===== config.mk =====
export PLATFORM = sky130hd
export DESIGN_NAME = i2c_target_byte_sequencer_flat
export DESIGN_NICKNAME = d
export VERILOG_FILES = /design/src/design/i2cts_pkg.sv /design/src/design/i2cts_if.sv /design/src/design/i2c_target_byte_sequencer.sv /design/src/design/i2cts_front.sv /design/src/design/i2cts_back.sv /design/src/flat_wrapper.sv
export SDC_FILE = /design/constraint.sdc
export NUM_CORES = 1
export LEC_CHECK = 0
export ABC_AREA = 1
export BUFFER_PORTS_ARGS = -buffer_cell sky130_fd_sc_hd__buf_4
export CORE_AREA = 10 10 167 169
export CTS_BUF_LIST = sky130_fd_sc_hd__clkbuf_8
export CTS_CLUSTER_DIAMETER = 100
export DETAILED_ROUTE_END_ITERATION = 10
export DIE_AREA = 0 0 177 179
export HOLD_SLACK_MARGIN = 0.08
export PLACE_DENSITY = 0.78
export REMOVE_ABC_BUFFERS = 1
export SYNTH_ARGS = -nofsm -noshare
export SYNTH_HDL_FRONTEND = slang
export SYNTH_SLANG_ARGS = --single-unit

===== constraint.sdc =====
create_clock -name clk -period 4.7 [get_ports clk]
set_input_delay 0.47 -clock clk [delete_from_list [all_inputs] [get_ports clk]]
set_output_delay 0.47 -clock clk [all_outputs]
set_load 0.05 [all_outputs]

===== src/design/i2cts_pkg.sv =====
// ============================================================================
// i2cts_pkg
// Shared types and codes for the I2C target byte sequencer.
// ============================================================================
package i2cts_pkg;

  // Event codes on the mode field of an input item.
  typedef enum logic [1:0] {
    MODE_START = 2'd0,
    MODE_SHIFT = 2'd1,
    MODE_PUSH  = 2'd2,
    MODE_POP   = 2'd3
  } mode_t;

  // Classified command kinds passed from the front to the back.
  typedef enum logic [2:0] {
    CMD_START = 3'd0,
    CMD_STOP  = 3'd1,
    CMD_SHIFT = 3'd2,
    CMD_PUSH  = 3'd3,
    CMD_POP   = 3'd4
  } cmd_kind_t;

  typedef struct packed {
    cmd_kind_t  kind;
    logic [7:0] data;
  } cmd_t;

  // Bus phase of the target.
  typedef enum logic [2:0] {
    PH_IDLE          = 3'd0,
    PH_CHECK_ADDRESS = 3'd1,
    PH_SEND_DATA     = 3'd2,
    PH_REQUEST_REPLY = 3'd3,
    PH_CHECK_REPLY   = 3'd4,
    PH_REQUEST_DATA  = 3'd5,
    PH_GET_DATA      = 3'd6
  } phase_t;

  // Next action of the shifter.
  typedef enum logic [2:0] {
    ACT_NONE       = 3'd0,
    ACT_ACK        = 3'd1,
    ACT_RECEIVE    = 3'd2,
    ACT_TRANSMIT   = 3'd3,
    ACT_SAMPLE_ACK = 3'd4,
    ACT_RELEASE    = 3'd5,
    ACT_HOST       = 3'd6
  } action_t;

  // Source of the result byte.
  typedef enum logic [1:0] {
    SEL_NONE = 2'd0,
    SEL_TX   = 2'd1,
    SEL_RX   = 2'd2
  } byte_sel_t;

  // Bit position of the read/write flag in the address byte.
  localparam int ADDR_RW_BIT = 0;

endpackage


===== src/design/i2cts_if.sv =====
// ============================================================================
// i2cts interfaces
// Valid/ready channels for events, results and the address register write.
// ============================================================================
interface i2cts_in_if;
  logic       valid;
  logic       ready;
  logic [1:0] mode;
  logic [7:0] data;
  logic       stop_seen;

  modport source (output valid, mode, data, stop_seen, input ready);
  modport sink   (input valid, mode, data, stop_seen, output ready);
endinterface

interface i2cts_out_if;
  logic       valid;
  logic       ready;
  logic [2:0] action;
  logic [7:0] out_byte;
  logic [3:0] rx_count;
  logic       overrun;
  logic       host_error;

  modport source (output valid, action, out_byte, rx_count, overrun, host_error,
                  input ready);
  modport sink   (input valid, action, out_byte, rx_count, overrun, host_error,
                  output ready);
endinterface

interface i2cts_cfg_if;
  logic       valid;
  logic       ready;
  logic [6:0] data;

  modport source (output valid, data, input ready);
  modport sink   (input valid, data, output ready);
endinterface


===== src/design/i2c_target_byte_sequencer.sv =====
// ============================================================================
// i2c_target_byte_sequencer
// Byte-level I2C target sequencer with receive and transmit rings.
// ============================================================================
//
//  channel  role    payload                                      handshake
//  -------  ------  -------------------------------------------  -----------
//  evt      sink    mode, data, stop_seen                        valid/ready
//  res      source  action, out_byte, rx_count, overrun,         valid/ready
//                   host_error
//  cfg      sink    data (own seven-bit address)                 valid/ready
//
//  One item per cycle sustained while results are taken: the back end runs
//  the phase machine and a ring step together for each command, and each
//  item passes through the queue and then the result register before its
//  result can be accepted.
//  Reset clears the phase, all ring indices and the own address; ring
//  contents are left as they are.
//  A stalled result holds the back end; the two-entry queue keeps taking
//  items until it is full. The cfg port is always ready.
//
module i2c_target_byte_sequencer #(
  parameter int RX_DEPTH = 16,
  parameter int TX_DEPTH = 16
) (
  input  logic        clk,
  input  logic        rst,
  i2cts_in_if.sink    evt,
  i2cts_out_if.source res,
  i2cts_cfg_if.sink   cfg
);
  import i2cts_pkg::*;

  logic       cmd_valid;
  logic       cmd_ready;
  cmd_t       cmd;
  logic [6:0] own_address;

  // The user must change the address register only while idle; the block
  // does not enforce this, and the back end reads it without any hold-off.
  assign cfg.ready = 1'b1;

  always_ff @(posedge clk) begin
    if (rst) begin
      own_address <= 7'd0;
    end else if (cfg.valid && cfg.ready) begin
      own_address <= cfg.data;
    end
  end

  // The front end turns each event item into a command and queues it.
  i2cts_front u_front (
    .clk       (clk),
    .rst       (rst),
    .evt       (evt),
    .cmd_valid (cmd_valid),
    .cmd       (cmd),
    .cmd_ready (cmd_ready)
  );

  // The back end owns the phase machine, both rings and the result register.
  i2cts_back #(
    .RX_DEPTH (RX_DEPTH),
    .TX_DEPTH (TX_DEPTH)
  ) u_back (
    .clk         (clk),
    .rst         (rst),
    .cmd_valid   (cmd_valid),
    .cmd         (cmd),
    .cmd_ready   (cmd_ready),
    .own_address (own_address),
    .res         (res)
  );

endmodule


===== src/design/i2cts_front.sv =====
// ============================================================================
// i2cts_front
// Accepts event items, classifies them and holds them in a two-entry queue.
// ============================================================================
module i2cts_front (
  input  logic               clk,
  input  logic               rst,
  i2cts_in_if.sink           evt,
  output logic               cmd_valid,
  output i2cts_pkg::cmd_t    cmd,
  input  logic               cmd_ready
);
  import i2cts_pkg::*;

  cmd_t       entries [2];
  logic       wr_ptr;
  logic       rd_ptr;
  logic [1:0] count;
  cmd_t       cmd_in;
  logic       push;
  logic       pop;

  // A start item carrying the stop flag becomes its own command kind.
  always_comb begin
    cmd_in.data = evt.data;
    unique case (mode_t'(evt.mode))
      MODE_START: cmd_in.kind = evt.stop_seen ? CMD_STOP : CMD_START;
      MODE_SHIFT: cmd_in.kind = CMD_SHIFT;
      MODE_PUSH:  cmd_in.kind = CMD_PUSH;
      MODE_POP:   cmd_in.kind = CMD_POP;
      default:    cmd_in.kind = CMD_POP;
    endcase
  end

  assign evt.ready = (count != 2'd2);
  assign push      = evt.valid && evt.ready;
  assign cmd_valid = (count != 2'd0);
  assign pop       = cmd_valid && cmd_ready;
  assign cmd       = entries[rd_ptr];

  always_ff @(posedge clk) begin
    if (rst) begin
      wr_ptr <= 1'b0;
      rd_ptr <= 1'b0;
      count  <= 2'd0;
    end else begin
      if (push) begin
        wr_ptr <= ~wr_ptr;
      end
      if (pop) begin
        rd_ptr <= ~rd_ptr;
      end
      unique case ({push, pop})
        2'b10:   count <= count + 2'd1;
        2'b01:   count <= count - 2'd1;
        default: count <= count;
      endcase
    end
  end

  always_ff @(posedge clk) begin
    if (push) begin
      entries[wr_ptr] <= cmd_in;
    end
  end

endmodule


===== src/design/i2cts_back.sv =====
// ============================================================================
// i2cts_back
// Runs the phase machine and both rings into a registered result stage,
// one command per cycle while the result stage is not stalled.
// ============================================================================
module i2cts_back #(
  parameter int RX_DEPTH = 16,
  parameter int TX_DEPTH = 16
) (
  input  logic            clk,
  input  logic            rst,
  input  logic            cmd_valid,
  input  i2cts_pkg::cmd_t cmd,
  output logic            cmd_ready,
  input  logic [6:0]      own_address,
  i2cts_out_if.source     res
);
  import i2cts_pkg::*;

  localparam int RIW = $clog2(RX_DEPTH);
  localparam int TIW = $clog2(TX_DEPTH);
  localparam int FW  = (RIW + 1 > 4) ? RIW + 1 : 4;

  function automatic logic [RIW-1:0] rx_bump(input logic [RIW-1:0] idx);
    return (idx == RIW'(RX_DEPTH - 1)) ? '0 : idx + RIW'(1);
  endfunction

  function automatic logic [TIW-1:0] tx_bump(input logic [TIW-1:0] idx);
    return (idx == TIW'(TX_DEPTH - 1)) ? '0 : idx + TIW'(1);
  endfunction

  logic [7:0]     rx_mem [RX_DEPTH];
  logic [7:0]     tx_mem [TX_DEPTH];

  phase_t         phase;
  phase_t         phase_next;
  logic [RIW-1:0] rx_wr;
  logic [RIW-1:0] rx_wr_next;
  logic [RIW-1:0] rx_rd;
  logic [RIW-1:0] rx_rd_next;
  logic [TIW-1:0] tx_wr;
  logic [TIW-1:0] tx_wr_next;
  logic [TIW-1:0] tx_rd;
  logic [TIW-1:0] tx_rd_next;

  logic           exec;
  logic           addr_hit;
  logic           tx_avail;
  logic           rx_avail;
  logic [RIW-1:0] rx_slot;
  logic [TIW-1:0] tx_slot;
  logic           rx_we;
  logic           tx_we;
  action_t        act;
  byte_sel_t      sel;
  logic           ovr;
  logic           herr;
  logic [FW-1:0]  fill;

  // Result stage.
  logic           out_valid;
  action_t        act_q;
  byte_sel_t      sel_q;
  logic [3:0]     rx_count_q;
  logic           ovr_q;
  logic           herr_q;
  logic [7:0]     tx_rdata;
  logic [7:0]     rx_rdata;

  assign cmd_ready = !out_valid || res.ready;
  assign exec      = cmd_valid && cmd_ready;
  assign addr_hit  = (cmd.data == 8'd0) || (cmd.data[7:1] == own_address);
  assign tx_avail  = (tx_wr != tx_rd);
  assign rx_avail  = (rx_wr != rx_rd);
  assign rx_slot   = rx_bump(rx_wr);
  assign tx_slot   = tx_bump(tx_wr);

  // Next phase.
  always_comb begin
    phase_next = phase;
    unique case (cmd.kind)
      CMD_STOP:  phase_next = PH_IDLE;
      CMD_START: phase_next = PH_CHECK_ADDRESS;
      CMD_SHIFT: begin
        unique case (phase)
          PH_CHECK_ADDRESS: begin
            if (!addr_hit) begin
              phase_next = PH_IDLE;
            end else if (cmd.data[ADDR_RW_BIT]) begin
              phase_next = PH_SEND_DATA;
            end else begin
              phase_next = PH_REQUEST_DATA;
            end
          end
          PH_CHECK_REPLY: begin
            phase_next = (cmd.data == 8'd0 && tx_avail) ? PH_REQUEST_REPLY : PH_IDLE;
          end
          PH_SEND_DATA:     phase_next = tx_avail ? PH_REQUEST_REPLY : PH_IDLE;
          PH_REQUEST_REPLY: phase_next = PH_CHECK_REPLY;
          PH_REQUEST_DATA:  phase_next = PH_GET_DATA;
          PH_GET_DATA:      phase_next = PH_REQUEST_DATA;
          default:          phase_next = PH_IDLE;
        endcase
      end
      default: phase_next = phase;
    endcase
  end

  // Action, ring moves and flags.
  always_comb begin
    act        = ACT_NONE;
    sel        = SEL_NONE;
    ovr        = 1'b0;
    herr       = 1'b0;
    rx_we      = 1'b0;
    tx_we      = 1'b0;
    rx_wr_next = rx_wr;
    rx_rd_next = rx_rd;
    tx_wr_next = tx_wr;
    tx_rd_next = tx_rd;
    unique case (cmd.kind)
      CMD_STOP:  act = ACT_RELEASE;
      CMD_START: act = ACT_RECEIVE;
      CMD_SHIFT: begin
        unique case (phase)
          PH_CHECK_ADDRESS: act = addr_hit ? ACT_ACK : ACT_RELEASE;
          PH_CHECK_REPLY, PH_SEND_DATA: begin
            if ((phase == PH_SEND_DATA || cmd.data == 8'd0) && tx_avail) begin
              act        = ACT_TRANSMIT;
              sel        = SEL_TX;
              tx_rd_next = tx_bump(tx_rd);
            end else begin
              act = ACT_RELEASE;
            end
          end
          PH_REQUEST_REPLY: act = ACT_SAMPLE_ACK;
          PH_REQUEST_DATA:  act = ACT_RECEIVE;
          PH_GET_DATA: begin
            act = ACT_ACK;
            if (rx_slot == rx_rd) begin
              ovr = 1'b1;
            end else begin
              rx_we      = 1'b1;
              rx_wr_next = rx_slot;
            end
          end
          default: act = ACT_NONE;
        endcase
      end
      CMD_PUSH: begin
        if (tx_slot == tx_rd) begin
          herr = 1'b1;
        end else begin
          tx_we      = 1'b1;
          tx_wr_next = tx_slot;
        end
      end
      CMD_POP: begin
        act = ACT_HOST;
        if (!rx_avail) begin
          herr = 1'b1;
        end else begin
          sel        = SEL_RX;
          rx_rd_next = rx_bump(rx_rd);
        end
      end
      default: act = ACT_NONE;
    endcase
  end

  // Receive ring occupancy after this command.
  always_comb begin
    if (rx_wr_next >= rx_rd_next) begin
      fill = FW'(rx_wr_next) - FW'(rx_rd_next);
    end else begin
      fill = FW'(rx_wr_next) + FW'(RX_DEPTH) - FW'(rx_rd_next);
    end
  end

  always_ff @(posedge clk) begin
    if (rst) begin
      phase     <= PH_IDLE;
      rx_wr     <= '0;
      rx_rd     <= '0;
      tx_wr     <= '0;
      tx_rd     <= '0;
      out_valid <= 1'b0;
    end else begin
      if (exec) begin
        phase <= phase_next;
        rx_wr <= rx_wr_next;
        rx_rd <= rx_rd_next;
        tx_wr <= tx_wr_next;
        tx_rd <= tx_rd_next;
      end
      if (exec) begin
        out_valid <= 1'b1;
      end else if (res.ready) begin
        out_valid <= 1'b0;
      end
    end
  end

  // Ring storage; read data lands in the result stage.
  always_ff @(posedge clk) begin
    if (exec && rx_we) begin
      rx_mem[rx_slot] <= cmd.data;
    end
    if (exec && tx_we) begin
      tx_mem[tx_slot] <= cmd.data;
    end
    if (exec && sel == SEL_RX) begin
      rx_rdata <= rx_mem[rx_rd_next];
    end
    if (exec && sel == SEL_TX) begin
      tx_rdata <= tx_mem[tx_rd_next];
    end
  end

  always_ff @(posedge clk) begin
    if (exec) begin
      act_q      <= act;
      sel_q      <= sel;
      rx_count_q <= fill[3:0];
      ovr_q      <= ovr;
      herr_q     <= herr;
    end
  end

  always_comb begin
    unique case (sel_q)
      SEL_TX:  res.out_byte = tx_rdata;
      SEL_RX:  res.out_byte = rx_rdata;
      default: res.out_byte = 8'd0;
    endcase
  end

  assign res.valid      = out_valid;
  assign res.action     = act_q;
  assign res.rx_count   = rx_count_q;
  assign res.overrun    = ovr_q;
  assign res.host_error = herr_q;

endmodule


===== src/flat_wrapper.sv =====
// flat-port wrapper written by rule: the top's interface ports become plain ports
module i2c_target_byte_sequencer_flat import i2cts_pkg::*;
#(
  parameter int RX_DEPTH = 16,
  parameter int TX_DEPTH = 16
)
  (clk, rst, evt_valid, evt_mode, evt_data, evt_stop_seen, evt_ready, res_valid, res_action, res_out_byte, res_rx_count, res_overrun, res_host_error, res_ready, cfg_valid, cfg_data, cfg_ready);
  i2cts_in_if evt_i ();
  i2cts_out_if res_i ();
  i2cts_cfg_if cfg_i ();
  input  logic clk;
  input  logic rst;
  input wire logic [$bits(evt_i.valid)-1:0] evt_valid;
  input wire logic [$bits(evt_i.mode)-1:0] evt_mode;
  input wire logic [$bits(evt_i.data)-1:0] evt_data;
  input wire logic [$bits(evt_i.stop_seen)-1:0] evt_stop_seen;
  output wire logic [$bits(evt_i.ready)-1:0] evt_ready;
  output wire logic [$bits(res_i.valid)-1:0] res_valid;
  output wire logic [$bits(res_i.action)-1:0] res_action;
  output wire logic [$bits(res_i.out_byte)-1:0] res_out_byte;
  output wire logic [$bits(res_i.rx_count)-1:0] res_rx_count;
  output wire logic [$bits(res_i.overrun)-1:0] res_overrun;
  output wire logic [$bits(res_i.host_error)-1:0] res_host_error;
  input wire logic [$bits(res_i.ready)-1:0] res_ready;
  input wire logic [$bits(cfg_i.valid)-1:0] cfg_valid;
  input wire logic [$bits(cfg_i.data)-1:0] cfg_data;
  output wire logic [$bits(cfg_i.ready)-1:0] cfg_ready;
  assign evt_i.valid = evt_valid;
  assign evt_i.mode = evt_mode;
  assign evt_i.data = evt_data;
  assign evt_i.stop_seen = evt_stop_seen;
  assign evt_ready = evt_i.ready;
  assign res_valid = res_i.valid;
  assign res_action = res_i.action;
  assign res_out_byte = res_i.out_byte;
  assign res_rx_count = res_i.rx_count;
  assign res_overrun = res_i.overrun;
  assign res_host_error = res_i.host_error;
  assign res_i.ready = res_ready;
  assign cfg_i.valid = cfg_valid;
  assign cfg_i.data = cfg_data;
  assign cfg_ready = cfg_i.ready;
  i2c_target_byte_sequencer #(.RX_DEPTH(RX_DEPTH), .TX_DEPTH(TX_DEPTH)) u_core (.clk(clk), .rst(rst), .evt(evt_i), .res(res_i), .cfg(cfg_i));
endmodule

==> results of run 1 <==
sequential cells by signal, indices dropped and copies added (netlist names), 3 cells and up, named ones only:
name,cells
u_core.u_back.rx_rd,4
u_core.u_back.rx_rdata,8
u_core.u_back.rx_wr,4
u_core.u_back.tx_mem,128
u_core.u_back.phase,3
u_core.u_back.rx_mem,128
u_core.u_back.res.rx_count,4
u_core.u_front.entries,22
u_core.u_back.tx_rd,4
u_core.u_back.tx_rdata,8
u_core.u_back.res.action,3
u_core.own_address,7
u_core.u_back.tx_wr,4
worst max-delay path, cell delays in order (launching register included):
cell,delay [ns]
dfxtp_1,0.59
inv_2,0.17
or2_1,0.27
o21ai_2,0.11
nand2_2,0.12
nor2_4,0.16
nand4_1,0.16
nand2_2,0.65
ha_1,0.30
nor2_1,0.06
a211oi_1,0.26
xnor2_1,0.18
inv_1,0.06
nand2_1,0.05
nand2_1,0.05
report_power, final:
part           total, mW  internal, mW  leakage (nW)  switching (mW)
clock               2.14          1.07         0.532            1.07
sequential          3.95          3.83          3.02           0.121
combinational       2.93         0.762          3.31            2.16
layer usage:
layer	share of wire	vias up
met2	0.47	544
met1	0.41	5141
met5	0	-
met3	0.097	61
met4	0.021	0
li1	-	5132
cell usage after synthesis, types with 4 or more instances:
library cell	number
nor2_1	84
a21oi_1	36
nand2_2	4
nand3b_1	98
edfxtp_1	305
buf_2	28
nand4_1	5
nand2_1	276
inv_2	5
buf_1	4
xnor2_1	11
xor2_1	11
dfxtp_1	32
nand3_1	244
buf_6	12
clkbuf_1	16
ha_1	21
o21ai_0	36
nor3_1	5
buf_4	7
o211ai_2	8
inv_1	223
path summary, 6_finish.rpt:
kind / startpoint / endpoint / slack [ns]
setup / recovery: register / u_core.u_back.res.rx_count[3] / 1.20
hold / removal: evt_data[2] / u_core.u_front.entries[0][2] / 0.11
setup reg to reg: register / u_core.u_back.res.rx_count[3] / 1.20
hold reg to reg: u_core.u_front.rd_ptr / u_core.u_front.rd_ptr / 0.45
final cells by class:
class	instances	area [µm²]
sequential	337	9799
fill	1799	7751
multi-input combinational	866	4566
inverter	229	860.8
clock buffer	55	757.0
timing repair buffer	60	465.4
tap	330	412.9
clock inverter	34	133.9
metrics by stage:
step	instances	total power, mW	hold slack (ns)	TNS, ns
2_1_floorplan	1432	5.857	0.4261	-6.308
3_3_place_gp	1821	6.824	0.4375	0
3_5_place_dp	1821	6.898	0.4497	0
4_1_cts	1911	9.011	0.08227	0
5_1_grt	1911	9.467	0.08228	0
6_report	1911	9.013	0.1061	0
cells by family (layout without fill, tap and decap cells):
kind of cell,after synthesis,count (layout)
and+or+nand+nor,726,726
DFF,337,337
buffers and inverters,297,378
AOI/OAI and AO/OA,93,93
xor gates and xnor gates,23,23
adders and majority gates,22,22
other,1,1
muxes,1,1
==> flow_summary.toml, run 1 <==
[clocking]
ctsResizeCount = 0
postCtsSetupRepairBufs = 0
clk_pin_slew_worst_paths_ns = 0.06
ctsRootBufferMaster = "clkbuf_8"
numCtsBuffers = 51
max-clock-path-buffers = 3
cts_sinks = 337
cts_hold_buf = 1
tritoncts = "done"
htreeDepth = 2
insertion_delay_ns = 0.58

[setup_path]
critical_path_class = "register to register"
cp_max_fo = 39
cp.arrival_ns = 3.82
start_kind = "register"
reg2regPathDepth = 14
crit_required_ns = 5.02
cp-end-kind = "register"

[power_and_ir_drop]
p_per_area_nw_per_um2 = 530.3
ir_drop_mv = 0.5739
p_leak_nw = 6.862

[logic_synthesis]
synth_compound_area_frac = 0.03581
ys_top_cells_by_area = "edfxtp_1 (59%), nand3_1 (7.8%), nand2_1 (6.6%)"
synth_top_area_share = 0.5864
netlist.top_cell.by_area = "edfxtp_1"
synth_ff_type = "edfxtp_1"
ys_async_sr_fraction = 0
ys_types = 43
synthAdderAreaFrac = 0.01811
yosysWarnings = 0
synth_area_um2 = 15620
synthMuxAreaShare = 0.0007210
netlist_instances = 1500
synth_edf_count = 305
synth_top_family_by_area = "simple AND/OR/NAND/NOR gates"
yosys.area_share.simple = 0.2229
avgSynthCellArea_um2 = 10.41
yosys.area_share.xor_xnor = 0.01338
ys_seq_area_frac = 0.6275
ys_seq_elements = 337

[die]
die_x_um = 177
rows = 58
die_y_um = 179
initial_utilization = 0.6311
fp.coreArea_um2 = 24750
io_pins = 43
dieArea_um2 = 31680

[global_routing]
grt_first_pass_wirelength_mm = 55.51
grtUsageMet1 = 0.3020
grt_remaining_overflow = 0
grt_use_met3 = 0.04318
grt_usage = 0.2217
antenna_found_initial = 0
grt-busiest-layer = "met2"
use_met2 = 0.3527
grt_pass1_vias = 10630
grt_max_degree = 65

[route]
drtIter0Drc = 1409
wl_per_cell_um = 18.33
num_vias = 10880
drt-total-wl_mm = 35.03
drc = 0
viasPerCell = 5.692
ant_nets = 0
first_pass_iters = 8

[placement]
post-place-ws_ns = 1.265
dp_hpwl_mm = 21.45
port-buffer-count = 41
dpl_cell_area_um2 = 16090
gp_congestion = 0.8962

[sta]
worst_pin_slew_ns = 1.283
setup_viol = 0
rsz0062_at_grt = "false"
final.setup.worst_slack_ns = 1.201
relSlewSlack = 0.1435
min_period_over_period = 0.7444
hold_viol = 0
fin_skew_ns = 0.03415
fin_crit_ns = 3.499
fmaxAchievable_mhz = 285.8
drv_slew = 0

[final_layout]
syn2layout_area_growth_pct = 8.820
mostFrequentLayoutCells = "edfxtp_1 (305), nand2_1 (273), nand3_1 (244), inv_1 (242), nand3b_1 (98)"
antenna_cells = 0
drive_gt1_frac = 0.09867
utilization = 0.6868
num-nets-final = 1590
layout_commonest_cell = "edfxtp_1"
fin_area_um2 = 17000

[hold_path]
hp-class = "primary input to register"
whs_path_depth = 1

[run_status]
status = "finished, final reports clean"

[job]
cap_violations = 0
Power figures use the tool's default switching activity.
==> run 2, diff against run 1 <==
==> constraint.sdc (replaced) <==
create_clock -name clk -period 3.59 [get_ports clk]
set_input_delay 0.359 -clock clk [delete_from_list [all_inputs] [get_ports clk]]
set_output_delay 0.359 -clock clk [all_outputs]
set_load 0.05 [all_outputs]
==> run 2 against run 1 <==
Cell count is 1.6% higher. Combinational power up 33%. Largest cell class unchanged. Sequential power up 31%. Critical path depth decreased by 5. Critical endpoint is now u_core.u_back.rx_mem[14][3]. Core utilization up 1.0 points. Wire length increased by 3.1%.
==> flow_summary.toml, run 2 (synthesis results as in run 1) <==
[run_status]
status = "finished, final reports clean"

[route]
num_vias = 11000
drc = 0
drtIter0Drc = 1273
viasPerCell = 5.667
drt-total-wl_mm = 36.12
ant_nets = 0
first_pass_iters = 5
wl_per_cell_um = 18.61

[sta]
fmaxAchievable_mhz = 308.1
worst_pin_slew_ns = 1.215
fin_skew_ns = 0.02486
rsz0062_at_grt = "false"
drv_slew = 0
final.setup.worst_slack_ns = 0.3439
fin_crit_ns = 3.246
hold_viol = 0
setup_tns_ns = 0
setup_viol = 0
min_period_over_period = 0.9042
relSlewSlack = 0.1892

[global_routing]
grt_pass1_vias = 10970
antenna_found_initial = 0
grt_usage = 0.2291
grt_first_pass_wirelength_mm = 57.69
grt_remaining_overflow = 0
grt_max_degree = 65

[clocking]
postCtsSetupRepairBufs = 0
insertion_delay_ns = 0.58
tritoncts = "done"
ctsRootBufferMaster = "clkbuf_8"
cts_sinks = 337
max-clock-path-buffers = 3
numCtsBuffers = 51
htreeDepth = 2
clk_pin_slew_worst_paths_ns = 0.06

[final_layout]
num-nets-final = 1620
top_regs = "u_core.u_back.rx_mem: 128 flops, u_core.u_back.tx_mem: 128 flops, u_core.u_front.entries: 22 flops"
mostFrequentLayoutCells = "edfxtp_1 (305), nand2_1 (273), inv_1 (244), nand3_1 (244), nand3b_1 (98)"
syn2layout_area_growth_pct = 10.47
layout_commonest_cell = "edfxtp_1"
fin_area_um2 = 17250
fin_cells = 1941
antenna_cells = 0
drive_gt1_frac = 0.1030

[setup_path]
cp_max_fo = 13
start_kind = "register"
crit_required_ns = 3.78
crit_slowest_cell = "nor2_1"
cp.arrival_ns = 3.44
slowest_delay_ns = 0.65
path_cells = "inv_2 -> or2_1 -> o21ai_2 -> nand2_2 -> nor2_1 -> nand2_1 -> nor2_2 -> nand2_1 -> nor2_1"
critical_path_class = "register to register"
cp-end-kind = "register"

[placement]
dpl.cell_count = 1832
dp_hpwl_mm = 22.14
post-place-ws_ns = 0.3842
dpl_cell_area_um2 = 16190
gp_congestion = 0.8973
port-buffer-count = 41

[die]
dieArea_um2 = 31680
rows = 58
fp.coreArea_um2 = 24750
die_y_um = 179
initial_utilization = 0.6311
io_pins = 43
die_x_um = 177

[power_and_ir_drop]
p_per_area_nw_per_um2 = 683.7
clock_power_share = 0.231
ir_drop_mv = 0.6248
power_frac_seq = 0.439
pwr-share-comb = 0.330
internal-power_mw = 7.368
p_leak_nw = 6.984
swShare = 0.3753
switchingPower_mw = 4.427

[job]
cap_violations = 0

[hold_path]
hp-class = "primary input to register"
[run 2: per-layer routing]
layer | vias up | share of wire | GRT usage
li1 | 5199 | - | -
met1 | 5227 | 0.43 | 0.3135
met2 | 498 | 0.46 | 0.3566
met3 | 76 | 0.086 | 0.04739
met4 | 0 | 0.027 | 0.08336
met5 | - | 0 | 0
[run 2: final timing paths]
kind | from | endpoint | slack [ns] | cells after the start
setup / recovery | register | u_core.u_back.rx_mem[14][3] | 0.34 | 9
hold / removal | cfg_valid | u_core.own_address[5] | 0.11 | 3
setup reg to reg | register | u_core.u_back.rx_mem[14][3] | 0.34 | 9
hold reg to reg | u_core.u_front.rd_ptr | u_core.u_front.rd_ptr | 0.46 | 1
[run 2: layout make-up]
| type | instances | area (µm²) |
|---|---|---|
| Sequential cell | 337 | 9799 |
| Multi-Input combinational cell | 866 | 4568 |
| Tap cell | 330 | 412.9 |
| Fill cell | 1749 | 7493 |
| Clock inverter | 38 | 158.9 |
| Timing Repair Buffer | 90 | 750.7 |
| Inverter | 229 | 860.8 |
| Clock buffer | 51 | 701.9 |
[run 2: critical path: cells and delay by family, from the launching register on]
family | cells | cell delay (ns)
simple gates | 7 | 1.99
buf+inv | 1 | 0.17
flops | 1 | 0.59
compound gates | 1 | 0.11
[run 2: power by group through the flow]
| stage | Sequential [mW] | Combinational (mW) | Clock, mW |
|---|---|---|---|
| 2_1_floorplan | 5.40 | 2.27 | 0 |
| 3_5_place_dp | 5.24 | 3.83 | 0 |
| 5_1_grt | 5.20 | 4.26 | 2.95 |
| 6_report | 5.18 | 3.89 | 2.73 |
| 4_1_cts | 5.17 | 3.86 | 2.76 |
| 3_3_place_gp | 5.24 | 3.74 | 0 |
[run 2: per-stage QoR]
step | util | total power [mW] | hold slack [ns]
finish | 0.6972 | 11.80 | 0.1089
global route | 0.6972 | 12.40 | 0.09104
CTS | 0.6971 | 11.79 | 0.08180
detailed placement | 0.6542 | 9.071 | 0.4455
global placement | 0.6542 | 8.983 | 0.4377
floorplan | - | 7.668 | 0.4261
[run 2: timing repair]
| item | CTS | global route |
|---|---|---|
| setup endpoints to repair | 0 | 9 |
| gates resized for setup | 0 | 2 |
| hold buffers | 20 | 0 |
| endpoints found under the hold margin | 27 | 0 |
